===== src/svpt_pkg.sv =====
// Shared types and constants for the space vector PWM timing block.
package svpt_pkg;

   localparam int VOLT_W = 16;   // alpha, beta and bus voltage width
   localparam int CNT_W  = 16;   // period register width
   localparam int OUT_W  = 15;   // compare count width
   localparam int CODE_W = 3;    // sector code width
   localparam int FRAC_W = 16;   // Q16.16 fraction bits
   localparam int E_W    = 36;   // signed Q20.16 volt expressions
   localparam int CX_W   = 33;   // clamped active-vector expressions
   localparam int N_W    = CX_W + CNT_W;   // expression times period
   localparam int Q_W    = 40;   // quotient bits out of every divider
   localparam int DEN3_W = CX_W + 1;       // sum of both clamped expressions
   localparam int T_W    = 32;   // Q16.16 time within one period
   localparam int NUM1_W = Q_W + VOLT_W;
   localparam int NUM3_W = Q_W + DEN3_W;

   localparam logic signed [E_W-1:0] K_1P5   = 36'sd98304;
   localparam logic signed [E_W-1:0] K_0P866 = 36'sd56756;
   localparam logic signed [E_W-1:0] K_SQRT3 = 36'sd113512;

   localparam logic [CNT_W-1:0] PERIOD_RESET = 16'd1000;

   typedef logic [CODE_W-1:0] sector_type;

   localparam sector_type SECTOR_ZERO = 3'd0;
   localparam sector_type SECTOR_1    = 3'd1;
   localparam sector_type SECTOR_2    = 3'd2;
   localparam sector_type SECTOR_3    = 3'd3;
   localparam sector_type SECTOR_4    = 3'd4;
   localparam sector_type SECTOR_5    = 3'd5;
   localparam sector_type SECTOR_6    = 3'd6;

   // side data that rides alongside the dividers
   typedef struct packed {
      sector_type code;
      logic       ovf_x;
      logic       ovf_y;
      logic       den_zero;
   } svpt_tag_type;

endpackage


===== src/svpt_div_pipe.sv =====
// Pipelined restoring divider, one quotient bit per stage.
module svpt_div_pipe import svpt_pkg::*; #(
   parameter int DEN_W = 16,
   parameter int QUO_W = 40
) (
   input  logic                   clock,
   input  logic                   en,
   input  logic [QUO_W+DEN_W-1:0] num,
   input  logic [DEN_W-1:0]       den,
   output logic [QUO_W-1:0]       quot
);

   logic [DEN_W-1:0] rem_ff [QUO_W-1];
   logic [QUO_W-1:0] lo_ff  [QUO_W-1];
   logic [DEN_W-1:0] den_ff [QUO_W-1];
   logic [QUO_W-1:0] quo_ff [QUO_W];

   for (genvar i = 0; i < QUO_W; i++) begin : g_stage
      logic [DEN_W-1:0] rem_s;
      logic [QUO_W-1:0] lo_s;
      logic [DEN_W-1:0] den_s;
      logic [QUO_W-1:0] quo_s;
      logic [DEN_W:0]   trial;
      logic             ge;

      // stage inputs: the operands for the first, the previous stage after that
      if (i == 0) begin : g_first
         assign rem_s = num[QUO_W+DEN_W-1:QUO_W];
         assign lo_s  = num[QUO_W-1:0];
         assign den_s = den;
         assign quo_s = '0;
      end else begin : g_next
         assign rem_s = rem_ff[i-1];
         assign lo_s  = lo_ff[i-1];
         assign den_s = den_ff[i-1];
         assign quo_s = quo_ff[i-1];
      end

      // bring down one numerator bit, trial subtract
      assign trial = {rem_s, lo_s[QUO_W-1-i]};
      assign ge    = trial >= {1'b0, den_s};

      always_ff @(posedge clock) begin
         if (en) begin
            quo_ff[i] <= {quo_s[QUO_W-2:0], ge};
         end
      end

      if (i < QUO_W - 1) begin : g_carry
         always_ff @(posedge clock) begin
            if (en) begin
               rem_ff[i] <= ge ? DEN_W'(trial - {1'b0, den_s}) : trial[DEN_W-1:0];
               lo_ff[i]  <= lo_s;
               den_ff[i] <= den_s;
            end
         end
      end
   end

   assign quot = quo_ff[QUO_W-1];

endmodule


===== config.mk =====
export PLATFORM = sky130hd
export DESIGN_NAME = svpt_div_pipe
export DESIGN_NICKNAME = d
export VERILOG_FILES = /design/src/svpt_pkg.sv /design/src/svpt_div_pipe.sv
export SDC_FILE = /design/constraint.sdc
export NUM_CORES = 2
export LEC_CHECK = 0
export BUFFER_PORTS_ARGS = -buffer_cell sky130_fd_sc_hd__buf_4
export CAP_MARGIN = 10
export CELL_PAD_IN_SITES_DETAIL_PLACEMENT = 0
export CELL_PAD_IN_SITES_GLOBAL_PLACEMENT = 1
export CORE_MARGIN = 5
export CORE_UTILIZATION = 35
export DETAILED_ROUTE_END_ITERATION = 16
export GPL_ROUTABILITY_DRIVEN = 0
export PLACE_DENSITY = 0.67
export SYNTH_ARGS = -nofsm -noshare
export SYNTH_HDL_FRONTEND = slang
export SYNTH_MEMORY_MAX_BITS = 65536
export SYNTH_SLANG_ARGS = --single-unit

===== constraint.sdc =====
create_clock -name clock -period 5.4 [get_ports clock]
set_clock_uncertainty 0.05 [all_clocks]
set_input_delay 0.27 -clock clock [delete_from_list [all_inputs] [get_ports clock]]
set_output_delay 0.27 -clock clock [all_outputs]
set_load 0.005 [all_outputs]

Word level (Yosys, flattened, before mapping)

Memories as Yosys holds them, arrays and structs flattened.
Index checks and enable logic that the tools add are counted.

Input bits: 74
Memories kept: 4
Bits in writable memories: 4,408
Bits in registers: 0

Add/subtract/negate cells: 39
Magnitude comparators: 40
Muxes and demuxes: 41

Memories:

| memory | depth | width | rd ports | clocked after Yosys merged registers in | wr ports | line                | RTL |
|---|---|---|---|---|---|---|---|
| quo_ff | 40    | 40    | 40       | 0                                       | 40       | svpt_div_pipe.sv:16 | `logic [QUO_W-1:0] quo_ff [QUO_W];` |
| lo_ff  | 39    | 40    | 39       | 0                                       | 39       | svpt_div_pipe.sv:14 | `logic [QUO_W-1:0] lo_ff [QUO_W-1];` |
| den_ff | 39    | 16    | 39       | 0                                       | 39       | svpt_div_pipe.sv:15 | `logic [DEN_W-1:0] den_ff [QUO_W-1];` |
| rem_ff | 39    | 16    | 39       | 0                                       | 39       | svpt_div_pipe.sv:13 | `logic [DEN_W-1:0] rem_ff [QUO_W-1];` |

Operators by type and width:

| operator         | count |
|---|---|
| $ge A17 B16 Y1   | 40 |
| $mux W16         | 39 |
| $sub A16 B16 Y16 | 39 |
| $mux W1          | 2 |

Longest topological paths before layout

An unclocked memory read counts as a cell.

Depth in word-level cells: 3
Depth in mapped cells: 14

Least setup slack after synthesis

OpenSTA, ideal clock, no wires.

Path kind: register to register
Start: memory den_ff[22][1], in the netlist den_ff[2][97]
End: memory rem_ff[23][8], in the netlist rem_ff[2][120], data pin
Setup slack: 2.092 ns
Data arrival time: 2.999 ns
Path buffers: 1
Period minus slack after synthesis: 3.308 ns
Setup time: 0.260 ns
Cell stages (with the launch flop): 13
Cells stage by stage: edfxtp_1 inv_1 ha_1 nor2b_1 o21ai_2 a21oi_1 a2111oi_4 o311ai_1 o311ai_0 nand2_1 a211oi_2 buf_6 mux2_2

RTL lines:

| what               | line |
|---|---|
| start: declaration | svpt_div_pipe.sv:15 |
| end: declaration   | svpt_div_pipe.sv:13 |

==> impl_metrics.env <==
export IMPL_utilization_pct=40.44
export IMPL_fill_cells=31510
export IMPL_antenna_found_initial=3
export IMPL_end_kind="flip-flop"
export IMPL_grt_start_max_net_pins=183
export IMPL_power_density_nw_per_um2=552.0
export IMPL_grt_ovfl_total=0
export IMPL_netlist_area_um2=122400
export IMPL_cp_required_ps=5940
export IMPL_avgSynthCellArea_um2=14.99
export IMPL_hold_path_class="input port to flip-flop"
export IMPL_synthToLayoutAreaGrowth_pct=15.28
export IMPL_final_hold_viol_count=0
export IMPL_hpwl_um=150800
export IMPL_drive_gt1_share_pct=11.85
export IMPL_drc=0
export IMPL_ys_ff_latch=2848
export IMPL_initial_core_util_pct=35.08
export IMPL_dp_cells=12860
export IMPL_vias_per_cell=4.796
export IMPL_cts_max_level=5
export IMPL_vias=65010
export IMPL_coreArea_um2=348900
export IMPL_cts_tree="done"
export IMPL_grt_pass1_wl_um=358300
export IMPL_cts_buffers_inserted=322
export IMPL_drv_slew=0
export IMPL_hold_worst_slack_ps=22.11
export IMPL_slew_headroom_pct=22.97
export IMPL_dr_pass1_iters=5
export IMPL_async_reset_ff_share_pct=0
export IMPL_layout_common_cells="edfxtp_1, inv_1, ha_1"
export IMPL_antenna_left=0
export IMPL_cp_max_fo=19
export IMPL_die_width_um=601.3
export IMPL_finalSetupTns_ps=0
export IMPL_synth_edff_count=2848
export IMPL_wl_per_cell_um=16.51
export IMPL_arrival_ps=4500
export IMPL_synthFlopType="edfxtp_1"
export IMPL_status="finished clean"
export IMPL_start_kind="flip-flop"
export IMPL_maxCapViolCount=0
export IMPL_grt_setup_unrepaired="false"
export IMPL_die_h_um=601.3
export IMPL_synth_fp_nets=8920
export IMPL_worstSetupPathType="flip-flop to flip-flop"
export IMPL_yosysWarnings=0
export IMPL_io_buffers=113
export IMPL_post_route_min_period_ps=3965
export IMPL_timing_fmax_mhz=252.2
export IMPL_grt_pass1_vias=65980
export IMPL_syn_inst=8167
export IMPL_cts_sinks=2848
export IMPL_yosysUniqueCellTypes=95
export IMPL_period_share_pct=73.43
export IMPL_instances_no_fill=13560
export IMPL_setup_violations=0
export IMPL_cts_resized=0
export IMPL_post_cts_buffers=0
export IMPL_die_area_um2=361600
export IMPL_ys_seq_area_share_pct=69.88
export IMPL_final_common_cell="edfxtp_1"
export IMPL_drt_total_wl_um=223900
export IMPL_clock_path_buffers=4
export IMPL_irDropWorstVdd_mv=0.2505
export IMPL_cts_clk_slew_worst_paths_ps=50
export IMPL_clock_latency_ps=890
export IMPL_io_pins=114
export IMPL_drtIter0Drc=4183
export IMPL_ctsRootBufferMaster="clkbuf_16"
export IMPL_track_usage_pct=12.03
export IMPL_finalNetCount=9461
export IMPL_rows=217
export IMPL_leakage_uw=0.05322
export IMPL_worstMarginPinSlew_ps=1152
## power breakdown
| part | switching (uW) | leakage, uW | internal (uW) |
|---|---|---|---|
| Clock | 8760 | 0.00503 | 12700 |
| Combinational | 13100 | 0.0204 | 11400 |
| Sequential | 2130 | 0.0278 | 29900 |
| Total | 24000 | 0.0532 | 53900 |
## metrics by stage
step	total power (uW)	area [um2]	worst slack [ps]
after detailed placement	56640	129500	1422
final	77880	141100	1435
after global placement	56130	129500	1372
after global routing	82940	141100	1228
after CTS	78910	141100	1418
after floorplan	50350	122400	2092
## path summary, 6_finish.rpt
| kind | startpoint | to | slack (ps) | cells past startpoint |
|---|---|---|---|---|
| hold reg to reg | lo_ff[3][129]$_DFFE_PP_ | lo_ff[3][169]$_DFFE_PP_ | 310 | 0 |
| hold / removal | num[55] | quo_ff[0][0]$_DFFE_PP_ | 20 | 5 |
| setup / recovery | den_ff[1][65]$_DFFE_PP_ | rem_ff[1][83]$_DFFE_PP_ | 1430 | 10 |
| setup reg to reg | den_ff[1][65]$_DFFE_PP_ | rem_ff[1][83]$_DFFE_PP_ | 1430 | 10 |
## cells by family after synthesis
group	count (synthesis)	share of synthesized area (%)
flops	2848	69.88
simple gates	1407	5.521
mux	383	3.512
xor+xnor	432	3.091
compound gates	1511	7.966
buf+inv	907	2.852
fa+ha+maj	679	7.181
## Yosys cell counts, types with 16 or more instances
master    instances  area, um2
edfxtp_1       2848      85520
nor2b_1         105      656.9
nand4_1          79      494.2
and3_1           25      156.4
or3_1            28      175.2
xor2_1          161       1410
nand2b_1         79      494.2
ha_1            640       8008
o211ai_1         28      210.2
and2_1           25      156.4
mux2_2          315       3547
nor3_1          111      555.5
o21ai_0         377       1887
o31ai_1          39      292.8
a21boi_0         41      307.8
fa_1             39      780.8
a31oi_1          67      419.2
inv_1           808       3033
and4_1           16      140.1
or2_2            24      150.1
buf_2            26      130.1
o21bai_1         34      255.2
clkbuf_1         57      214.0
nand3_1          94      470.5
nor4_1           24      150.1
o31a_1           25      219.0
nand2_1         377       1415
xnor2_1         271       2374
nor2_1          385       1445
o21a_1           85      638.1
mux2i_1          54      540.5
a211o_1          19      166.4
a21o_1          152       1141
a211oi_1         58      435.4
a21oi_1         416       2082
## critical path: stages, from the launching register on
cell and delay [ps]:
edfxtp_1 440, inv_1 90, ha_1 240, nor2b_1 170, o31ai_4 210, a21oi_1 180, o41ai_2 440, o21ai_1 190
o2111a_1 310, a2111oi_4 960, mux2_2 430
## sequential cells by signal (all words and copies together) (netlist names)
signal  cells
lo_ff     780
rem_ff    624
den_ff    624
quo_ff    820
## routing by layer
| metal | global-route usage, % | routed length [um] | vias up |
|---|---|---|---|
| met1 | 15.81 | 100400 | 31680 |
| met5 | 0 | 0 | - |
| met3 | 2.180 | 9668 | 434 |
| met4 | 4.046 | 7367 | 0 |
| li1 | - | - | 31680 |
| met2 | 20.12 | 106400 | 1218 |
## cell type report
| type | instances | area [um2] | share of cell area, % |
|---|---|---|---|
| Multi-Input combinational cell | 4412 | 33450 | 23.71 |
| Inverter | 814 | 3055 | 2.166 |
| Tap cell | 4599 | 5754 | 4.078 |
| Antenna cell | 1 | 2.502 | 0.001774 |
| Sequential cell | 2848 | 85520 | 60.62 |
| Clock inverter | 181 | 2002 | 1.419 |
| Clock buffer | 392 | 8384 | 5.943 |
| Timing Repair Buffer | 310 | 2915 | 2.066 |
## what timing repair did
item	4_1_cts	5_1_grt
hold endpoints to repair	100	0
setup endpoints to repair	0	0
hold buffers	121	0
Note: power is estimated with default switching activity, not from simulation.
