[config.mk]
export PLATFORM = sky130hd
export DESIGN_NAME = svpt_front
export DESIGN_NICKNAME = d
export VERILOG_FILES = /design/src/svpt_pkg.sv /design/src/svpt_front.sv
export SDC_FILE = /design/constraint.sdc
export NUM_CORES = 2
export LEC_CHECK = 0
export ABC_AREA = 0
export BUFFER_PORTS_ARGS = -buffer_cell sky130_fd_sc_hd__buf_2
export CAP_MARGIN = 20
export CORE_ASPECT_RATIO = 2
export CORE_MARGIN = 2
export CORE_UTILIZATION = 55
export CTS_CLUSTER_DIAMETER = 200
export DETAILED_ROUTE_END_ITERATION = 7
export GPL_TIMING_DRIVEN = 1
export PLACE_DENSITY_LB_ADDON = 0.15
export SYNTH_ARGS = -nofsm -noshare
export SYNTH_HDL_FRONTEND = slang
export SYNTH_SLANG_ARGS = --single-unit
[constraint.sdc]
create_clock -name clock -period 8.2 [get_ports clock]
set_clock_uncertainty 0.2 [all_clocks]
set_input_delay 0.41 -clock clock [delete_from_list [all_inputs] [get_ports clock]]
set_output_delay 0.41 -clock clock [all_outputs]
set_load 0.01 [all_outputs]
[src/svpt_pkg.sv]
// Shared types and constants for the space vector PWM timing block.
package svpt_pkg;

   localparam int VOLT_W = 16;   // alpha, beta and bus voltage width
   localparam int CNT_W  = 16;   // period register width
   localparam int OUT_W  = 15;   // compare count width
   localparam int CODE_W = 3;    // sector code width
   localparam int FRAC_W = 16;   // Q16.16 fraction bits
   localparam int E_W    = 36;   // signed Q20.16 volt expressions
   localparam int CX_W   = 33;   // clamped active-vector expressions
   localparam int N_W    = CX_W + CNT_W;   // expression times period
   localparam int Q_W    = 40;   // quotient bits out of every divider
   localparam int DEN3_W = CX_W + 1;       // sum of both clamped expressions
   localparam int T_W    = 32;   // Q16.16 time within one period
   localparam int NUM1_W = Q_W + VOLT_W;
   localparam int NUM3_W = Q_W + DEN3_W;

   localparam logic signed [E_W-1:0] K_1P5   = 36'sd98304;
   localparam logic signed [E_W-1:0] K_0P866 = 36'sd56756;
   localparam logic signed [E_W-1:0] K_SQRT3 = 36'sd113512;

   localparam logic [CNT_W-1:0] PERIOD_RESET = 16'd1000;

   typedef logic [CODE_W-1:0] sector_type;

   localparam sector_type SECTOR_ZERO = 3'd0;
   localparam sector_type SECTOR_1    = 3'd1;
   localparam sector_type SECTOR_2    = 3'd2;
   localparam sector_type SECTOR_3    = 3'd3;
   localparam sector_type SECTOR_4    = 3'd4;
   localparam sector_type SECTOR_5    = 3'd5;
   localparam sector_type SECTOR_6    = 3'd6;

   // side data that rides alongside the dividers
   typedef struct packed {
      sector_type code;
      logic       ovf_x;
      logic       ovf_y;
      logic       den_zero;
   } svpt_tag_type;

endpackage

[src/svpt_front.sv]
// Front stages: sector test, active-vector expressions, products, divider operands.
module svpt_front import svpt_pkg::*; (
   input  logic                     clock,
   input  logic                     reset,
   input  logic                     en,
   input  logic                     valid_in,
   input  logic signed [VOLT_W-1:0] alpha,
   input  logic signed [VOLT_W-1:0] beta,
   input  logic        [VOLT_W-1:0] bus,
   input  logic        [CNT_W-1:0]  period,
   output logic                     valid_out,
   output svpt_tag_type             tag_out,
   output logic [NUM1_W-1:0]        num_x,
   output logic [NUM1_W-1:0]        num_y,
   output logic [NUM3_W-1:0]        num_r,
   output logic [VOLT_W-1:0]        den_bus,
   output logic [DEN3_W-1:0]        den_sum
);

   // stage 1: projections and sign tests
   logic signed [E_W-1:0] a_s, b_s, x_in, y_in, z_in, tb_in, tc_in;
   logic signed [E_W-1:0] x_ff, y_ff, z_ff;
   sector_type            code_in, code1_ff, code2_ff, code3_ff;
   logic [VOLT_W-1:0]     u_in, u1_ff, u2_ff, u3_ff;
   logic                  v1_ff, v2_ff, v3_ff, v4_ff;

   assign a_s   = {{(E_W-VOLT_W){alpha[VOLT_W-1]}}, alpha};
   assign b_s   = {{(E_W-VOLT_W){beta[VOLT_W-1]}}, beta};
   assign x_in  = K_SQRT3 * b_s;
   assign y_in  = K_1P5 * a_s + K_0P866 * b_s;
   assign z_in  = K_0P866 * b_s - K_1P5 * a_s;
   assign tb_in = K_SQRT3 * a_s - (b_s <<< FRAC_W);
   assign tc_in = -(K_SQRT3 * a_s) - (b_s <<< FRAC_W);
   assign code_in = {(!tc_in[E_W-1] && tc_in != '0),
                     (!tb_in[E_W-1] && tb_in != '0),
                     (!b_s[E_W-1] && b_s != '0)};
   assign u_in  = (bus == '0) ? VOLT_W'(1) : bus;

   always_ff @(posedge clock) begin
      if (en) begin
         x_ff     <= x_in;
         y_ff     <= y_in;
         z_ff     <= z_in;
         code1_ff <= code_in;
         u1_ff    <= u_in;
      end
   end

   // stage 2: pick the sector's pair and clamp negatives to zero
   logic signed [E_W-1:0] ex, ey;
   logic [CX_W-1:0]       cx_in, cy_in, cx_ff, cy_ff;

   always_comb begin
      unique case (code1_ff)
         SECTOR_1: begin ex = z_ff;  ey = y_ff;  end
         SECTOR_2: begin ex = y_ff;  ey = -x_ff; end
         SECTOR_3: begin ex = -z_ff; ey = x_ff;  end
         SECTOR_4: begin ex = -x_ff; ey = z_ff;  end
         SECTOR_5: begin ex = x_ff;  ey = -y_ff; end
         SECTOR_6: begin ex = -y_ff; ey = -z_ff; end
         default:  begin ex = '0;    ey = '0;    end
      endcase
   end

   assign cx_in = ex[E_W-1] ? '0 : ex[CX_W-1:0];
   assign cy_in = ey[E_W-1] ? '0 : ey[CX_W-1:0];

   always_ff @(posedge clock) begin
      if (en) begin
         cx_ff    <= cx_in;
         cy_ff    <= cy_in;
         code2_ff <= code1_ff;
         u2_ff    <= u1_ff;
      end
   end

   // stage 3: scale by the period
   logic [N_W-1:0]    nx_ff, ny_ff;
   logic [DEN3_W-1:0] sum_ff;

   always_ff @(posedge clock) begin
      if (en) begin
         nx_ff    <= N_W'(cx_ff) * N_W'(period);
         ny_ff    <= N_W'(cy_ff) * N_W'(period);
         sum_ff   <= DEN3_W'(cx_ff) + DEN3_W'(cy_ff);
         code3_ff <= code2_ff;
         u3_ff    <= u2_ff;
      end
   end

   // stage 4: quotient overflow checks and divider operands
   logic ovf_x_in, ovf_y_in;

   assign ovf_x_in = nx_ff >= (N_W'(u3_ff) << (Q_W - FRAC_W));
   assign ovf_y_in = ny_ff >= (N_W'(u3_ff) << (Q_W - FRAC_W));

   always_ff @(posedge clock) begin
      if (en) begin
         num_x    <= ovf_x_in ? '0 : {nx_ff[NUM1_W-FRAC_W-1:0], FRAC_W'(0)};
         num_y    <= ovf_y_in ? '0 : {ny_ff[NUM1_W-FRAC_W-1:0], FRAC_W'(0)};
         num_r    <= NUM3_W'({nx_ff, (Q_W - FRAC_W)'(0)});
         den_bus  <= u3_ff;
         den_sum  <= sum_ff;
         tag_out  <= '{code: code3_ff, ovf_x: ovf_x_in, ovf_y: ovf_y_in,
                       den_zero: (sum_ff == '0)};
      end
   end

   // valid bits
   always_ff @(posedge clock) begin
      if (reset) begin
         v1_ff <= 1'b0;
         v2_ff <= 1'b0;
         v3_ff <= 1'b0;
         v4_ff <= 1'b0;
      end else if (en) begin
         v1_ff <= valid_in;
         v2_ff <= v1_ff;
         v3_ff <= v2_ff;
         v4_ff <= v3_ff;
      end
   end

   assign valid_out = v4_ff;

endmodule

After elaboration in Yosys (flattened, before gate mapping)
Index checks and enable logic that the tools add are counted.
Widths: inputs -> output; s select.

storage, ports and cells
  flip-flop bits (word level) = 581
  input port bits = 68
  output and inout bits = 243
  word-level logic and storage cells = 65

cells by class
  add/sub/neg operators = 9
  multiply operators = 6
  $lt $le $gt $ge = 2
  eq/ne operators = 6
  mux-type cells = 2
  reductions and logical operators = 11

operators by type and width
  cell                    count
  $pmux 36 s6             2
  $neg 36->36             3
  $reduce_bool 36->1      3
  $ge 49x40->1            2
  $mul 33x16->49          2
  $mul 15x16->31 const A  3
  $neg 34->36             1
  $sub 36x32->36          1
  $add 34x33->35          1
  $sub 33x34->35          1
  $sub 34x32->35          1
  $add 33x33->34          1
  $logic_not 34->1        1
  $mul 3x16->19 const A   1
  $logic_not 16->1        1
  $eq 3x3->1 const B      3
  $eq 3x2->1 const B      2
  $eq 3x1->1 const B      1
  $logic_and 1x1->1       3
  $logic_not 1->1         3

Longest topological paths before layout
  depth after elaboration = 5
  gate-level depth with buffers = 36
  gate-level depth less buffers = 36

Worst setup path before layout
No wires, ideal clock.

  path type = input port to flip-flop
  start = input alpha[7]
  end = register code1_ff[2] (data pin)
  library setup time = 0.266 ns
  data arrival time = 8.462 ns
  data required time = 7.734 ns
  setup slack = -0.728 ns
  stages on the path = 35
  buffers on the path = 0
  cell sequence = ha_1 inv_1 fa_1 inv_1 fa_1 fa_1 fa_1 inv_1 fa_1 inv_1 ha_1 a21o_1 a21o_1 a21oi_1 o2111ai_1 nand2_1 o311a_1 a211o_1 o21ai_0 a21oi_1 xnor2_1 ha_1 inv_1 ha_1 nand2b_1 nand2b_1 o2111ai_1 a2111oi_0 o2111ai_1 or4_4 nor4_2 nand4_1 or4_1 nor4b_2 o22ai_1

on the way
  word-level cells in the longest chain between the ends = 5
  elaborated cells on any way between the ends = 6
  classes of those cells = add/sub: 2; mul: 1; reduce/logical: 3

RTL lines
  element                                                line              RTL
  start, declared                                        svpt_front.sv:7   input logic signed [VOLT_W-1:0] alpha,
  $mul 15x16->31 *                                       svpt_front.sv:33  assign tc_in = -(K_SQRT3 * a_s) - (b_s <<< FRAC_W);
  $neg 34->36 *                                          svpt_front.sv:33
  $sub 36x32->36 *                                       svpt_front.sv:33
  $reduce_bool 36->1 or $logic_not 1->1 (tied branches)  svpt_front.sv:34  assign code_in = {(!tc_in[E_W-1] && tc_in != '0),
  $logic_and 1x1->1 *                                    svpt_front.sv:34
  via code_in[2]                                         svpt_front.sv:23  sector_type code_in, code1_ff, code2_ff, code3_ff;
  end signal, assigned                                   svpt_front.sv:44  code1_ff <= code_in;
  end, declared                                          svpt_front.sv:23

Mark *: on every way through the listed nets, which the timed path passes. The rest lies on a longest branch.
A chain may end at the register's enable or synchronous reset.

Worst setup path in the final report
  start = input alpha[10]
  end = register code1_ff[2] (data pin)

Same word-level chain as after synthesis.

==> PnR_summary.wiki <==
{| class="wikitable"
! Metric !! Value
|-
| Met1 usage || 0.2878
|-
| Category of cells accounting for the largest share of critical-path delay || adder cells
|-
| R2r setup slk || 0.20 ns
|-
| Count of endpoints failing setup in the final report || 1
|-
| Post-Synthesis Cell Area || 69,590 um^2
|-
| Worst hold path cell count || 3
|-
| Number of nets with antenna violations after detailed routing || 0
|-
| Residual DRC || 1
|-
| Launch point of the worst hold path || beta[1]
|-
| RSZ-0062 raised after global routing || true
|-
| Count of cell types in the netlist || 91
|-
| Critical path class || input pin to flip-flop
|-
| Final Critical Period || 8.383 ns
|-
| Buf+Inv Stages, Crit Path || 7
|-
| Cts bufs inserted || 45
|-
| Std-Cell Core Area || 125,700 um^2
|-
| Violations in the final reports || design-rule violations, negative setup slack
|-
| Startpoint of the worst register-to-register path || cx_ff[11]
|-
| Post-CTS clock slew at the launch and capture registers of the worst setup and hold paths || 0.07 ns
|-
| MaxCap Viol Count || 0
|-
| Maximum number of buffers from clock root to sink || 3
|-
| Synth top area cells || sky130_fd_sc_hd__fa_1 (30%), sky130_fd_sc_hd__edfxtp_1 (21%), sky130_fd_sc_hd__ha_1 (11%), sky130_fd_sc_hd__inv_1 (7.0%), sky130_fd_sc_hd__nand2_1 (4.9%)
|-
| Number of endpoints with negative hold slack in the final report || 0
|-
| Final non-filler cell total || 9,549
|-
| R2r worst-path depth || 25
|-
| Via count of the first global-routing pass || 60,204
|-
| Worst EP required || 8.38 ns
|-
| Transition time at the pin with the least slew margin || 1.341 ns
|-
| Count of flip-flops with a built-in enable after synthesis || 492
|-
| Cell count after placement || 9,412
|-
| I/O pin total || 311
|-
| Number of rows created at floorplan || 184
|-
| DP Area || 76,980 um^2
|-
| H-tree depth || 2
|-
| Reg-to-reg critical path endpoint || nx_ff[47]
|-
| Async SR Flop Fraction || 0
|-
| GR met2 Demand/Resource || 0.6729
|-
| Post-route clock period utilization || 1.022
|-
| Max Freq || 119.3 MHz
|-
| Pre-CTS WS || -1.154 ns
|-
| Worst Path Max Fanout || 5
|-
| Placer's final routability congestion estimate || 1.005
|-
| Post-layout instance area || 79,240 um^2
|-
| Final HPWL DP || 188,400 um
|-
| WL final || 225,500 um
|-
| Headroom to the max-slew limit || 0.1060
|-
| Cell at the slowest stage of the critical path || sky130_fd_sc_hd__fa_1
|-
| Cell with the most instances after synthesis || sky130_fd_sc_hd__inv_1
|-
| Average wire per standard cell || 23.62 um
|-
| #FFs+latches synth || 496
|-
| Part of the Yosys area used for sequential elements || 0.2135
|-
| Top cell type by total area after synthesis || sky130_fd_sc_hd__fa_1
|-
| Initial antenna violation count || 10
|-
| Status || complete, but fails checks
|-
| Vias per std cell || 5.752
|-
| Die Y || 507.0 um
|-
| Cell at the root of the clock tree || sky130_fd_sc_hd__clkbuf_16
|-
| Yosys warns || 0
|-
| Final layout net count || 9,587
|-
| Most used routing layer || met2
|-
| Top post-synthesis cells by count || sky130_fd_sc_hd__inv_1 (1,292), sky130_fd_sc_hd__fa_1 (1,051), sky130_fd_sc_hd__nand2_1 (910)
|-
| Final core utilization || 0.6304
|-
| P&R area growth vs syn || 13.87%
|-
| Wire length of the first global-routing pass || 340,300 um
|-
| Global-route track usage on met3 || 0.05995
|-
| Delay of the slowest critical-path stage || 0.53 ns
|-
| Post-route worst setup slack || -0.1827 ns
|-
| Portion of synthesized cell area occupied by the leading cell type || 0.3024
|-
| Main flop type after synthesis || sky130_fd_sc_hd__edfxtp_1
|-
| Hold Path Sink || x_ff[4]
|-
| Type of the worst min-delay path || input pin to flip-flop
|-
| TritonCTS Sinks || 496
|-
| Max-slew violation total from the final report || 0
|-
| Overall die area || 129,600 um^2
|-
| Layout cells sized above 1 || 0.1450
|-
| Gate count after technology mapping || 7,149
|-
| Worst skew pair latency || 0.66 ns
|-
| GR Util All Layers || 0.3525
|-
| Die extent in x || 255.5 um
|-
| TritonCTS clock tree || built
|-
| Detailed-routing iteration count for the pre-antenna-repair pass || 8
|-
| Syn_area_per_cell || 9.734 um^2
|-
| Most Frequent Cell on Critical Path || sky130_fd_sc_hd__fa_1
|-
| # fillers || 10,560
|-
| Type of destination of the critical path || flip-flop
|-
| Effective utilization at floorplan || 0.5536
|-
| Initial DRC Count || 3,174
|-
| Maximum number of pins on one net before global-route repair || 169
|-
| Number of vias after detailed routing || 54,925
|-
| Number of buffers inserted by port buffering || 245
|-
| Critical path startpoint category || input pin
|-
| Residual overflow from global routing || 0
|-
| Crit path arrival time || 8.56 ns
|}
==> worst register-to-register path, stage by stage, from the launching register on <==
cell                        delay [ns]
sky130_fd_sc_hd__edfxtp_1         0.56
sky130_fd_sc_hd__buf_4            0.32
sky130_fd_sc_hd__and2_1           0.22
sky130_fd_sc_hd__fa_1             0.54
sky130_fd_sc_hd__inv_1            0.06
sky130_fd_sc_hd__fa_1             0.48
sky130_fd_sc_hd__fa_1             0.58
sky130_fd_sc_hd__fa_1             0.43
sky130_fd_sc_hd__fa_1             0.46
sky130_fd_sc_hd__fa_1             0.49
sky130_fd_sc_hd__inv_1            0.04
sky130_fd_sc_hd__ha_1             0.30
sky130_fd_sc_hd__buf_4            0.18
sky130_fd_sc_hd__a21oi_1          0.21
sky130_fd_sc_hd__nor2_1           0.06
sky130_fd_sc_hd__a2111oi_0        0.47
sky130_fd_sc_hd__buf_4            0.20
sky130_fd_sc_hd__o31ai_1          0.12
sky130_fd_sc_hd__a21o_1           0.22
sky130_fd_sc_hd__o21ai_1          0.23
sky130_fd_sc_hd__buf_4            0.18
sky130_fd_sc_hd__a21oi_1          0.10
sky130_fd_sc_hd__o221ai_1         0.35
sky130_fd_sc_hd__a21oi_1          0.15
sky130_fd_sc_hd__a311oi_1         0.45
sky130_fd_sc_hd__xnor2_1          0.12
==> cells by family (layout without fill, tap and decap cells) <==
family / Yosys count / count (layout) / share of synthesized area
and+or+nand+nor: 1984 / 1984 / 0.1363
adders and majority gates: 1691 / 1691 / 0.4173
buffers and inverters: 1670 / 2324 / 0.09386
AOI/OAI and AO/OA: 936 / 936 / 0.09044
DFF: 496 / 496 / 0.2135
xor gates and xnor gates: 295 / 295 / 0.03713
muxes: 76 / 76 / 0.01138
other: 1 / 73 / 0.00005389
==> state kept, by name, summed over array words and instances (netlist names), 20 cells and up <==
register  count
num_r        47
x_ff         31
cy_ff        31
num_x        38
ny_ff        47
y_ff         20
cx_ff        31
nx_ff        47
sum_ff       32
num_y        38
den_sum      32
==> cell usage in the layout (no fill, tap or decap), types with 16 or more instances in the layout <==
cell                            Yosys  final
sky130_fd_sc_hd__or3_1             24     24
sky130_fd_sc_hd__nor2_1           274    274
sky130_fd_sc_hd__a222oi_1          24     24
sky130_fd_sc_hd__nand2b_1          47     46
sky130_fd_sc_hd__buf_12             0     24
sky130_fd_sc_hd__xor2_1            98     96
sky130_fd_sc_hd__clkbuf_16          0     45
sky130_fd_sc_hd__and3_1            24     24
sky130_fd_sc_hd__edfxtp_1         492    492
sky130_fd_sc_hd__inv_1           1292   1280
sky130_fd_sc_hd__nand2_1          910    909
sky130_fd_sc_hd__dlygate4sd3_1      0     18
sky130_fd_sc_hd__o22ai_1           26     26
sky130_fd_sc_hd__mux2_2            25     25
sky130_fd_sc_hd__buf_2              3    244
sky130_fd_sc_hd__a211oi_1          41     39
sky130_fd_sc_hd__mux2i_1           51     51
sky130_fd_sc_hd__o31ai_1           17     16
sky130_fd_sc_hd__a31oi_1           41     39
sky130_fd_sc_hd__o21a_1            52     52
sky130_fd_sc_hd__nand4_1           37     37
sky130_fd_sc_hd__fa_1            1051   1051
sky130_fd_sc_hd__a221oi_1          25     24
sky130_fd_sc_hd__and2_1           347    347
sky130_fd_sc_hd__nor3_1            72     70
sky130_fd_sc_hd__conb_1             1     65
sky130_fd_sc_hd__nor4_1            48     46
sky130_fd_sc_hd__o21bai_1          41     41
sky130_fd_sc_hd__ha_1             637    616
sky130_fd_sc_hd__a21o_1           129    129
sky130_fd_sc_hd__nor2b_1           45     44
sky130_fd_sc_hd__nand3_1           47     47
sky130_fd_sc_hd__nor3b_1           48     48
sky130_fd_sc_hd__a21oi_1          236    227
sky130_fd_sc_hd__xnor2_1          197    197
sky130_fd_sc_hd__buf_4             69    655
sky130_fd_sc_hd__o21ai_0          150    144
sky130_fd_sc_hd__ha_4               0     21
==> cell type report <==
cell class              count  area, um^2  share of cell area
flip-flops and latches    496       14850              0.1875
multi-input cells        5047       49010              0.6185
diodes                      8       20.02           0.0002526
repair buffers            948        6877             0.08678
clock buffers              47        1134             0.01431
clock inverters            36       391.6            0.004942
inverters                1293        4858             0.06131
well taps                1674        2095             0.02643
==> stage by stage <==
stage / setup TNS, ns / hold slack [ns]
2_1_floorplan: -0.08713 / 0.2003
3_3_place_gp: -4.773 / 0.2003
3_5_place_dp: -5.766 / 0.2045
4_1_cts: -0.2010 / 0.01576
5_1_grt: -0.6671 / 0.04771
6_report: -0.1827 / 0.05476
==> how the worst max path moves through the flow <==
stage | from | to | slack [ns] | depth (start not counted)
finish | alpha[10] | code1_ff[2] | -0.18 | 37
global route | alpha[8] | code1_ff[2] | -0.56 | 33
CTS | alpha[10] | code1_ff[2] | -0.20 | 37
detailed placement | alpha[15] | code1_ff[2] | -1.15 | 34
global placement | alpha[8] | code1_ff[2] | -1.0 | 36
floorplan | alpha[12] | code1_ff[2] | -0.09 | 35
==> timing repair <==
action / 4_1_cts / 5_1_grt
hold buffers: 18 / 0
gates cloned: 0 / 0
endpoints found under the hold margin: 20 / 0
pin swaps: 8 / 11
resized for setup: 11 / 38
setup endpoints to repair: 3 / 15
buffers inserted: 1 / 22
==> per-layer routing <==
layer | routed length [um] | vias to the layer above
met5 | 109 | -
met4 | 29550 | 10
met3 | 11360 | 1159
met2 | 121600 | 2160
met1 | 62880 | 27318
li1 | - | 24278
Power is not shown: default switching activity piles up to over one toggle a cycle in this logic, so the estimate is an artifact.
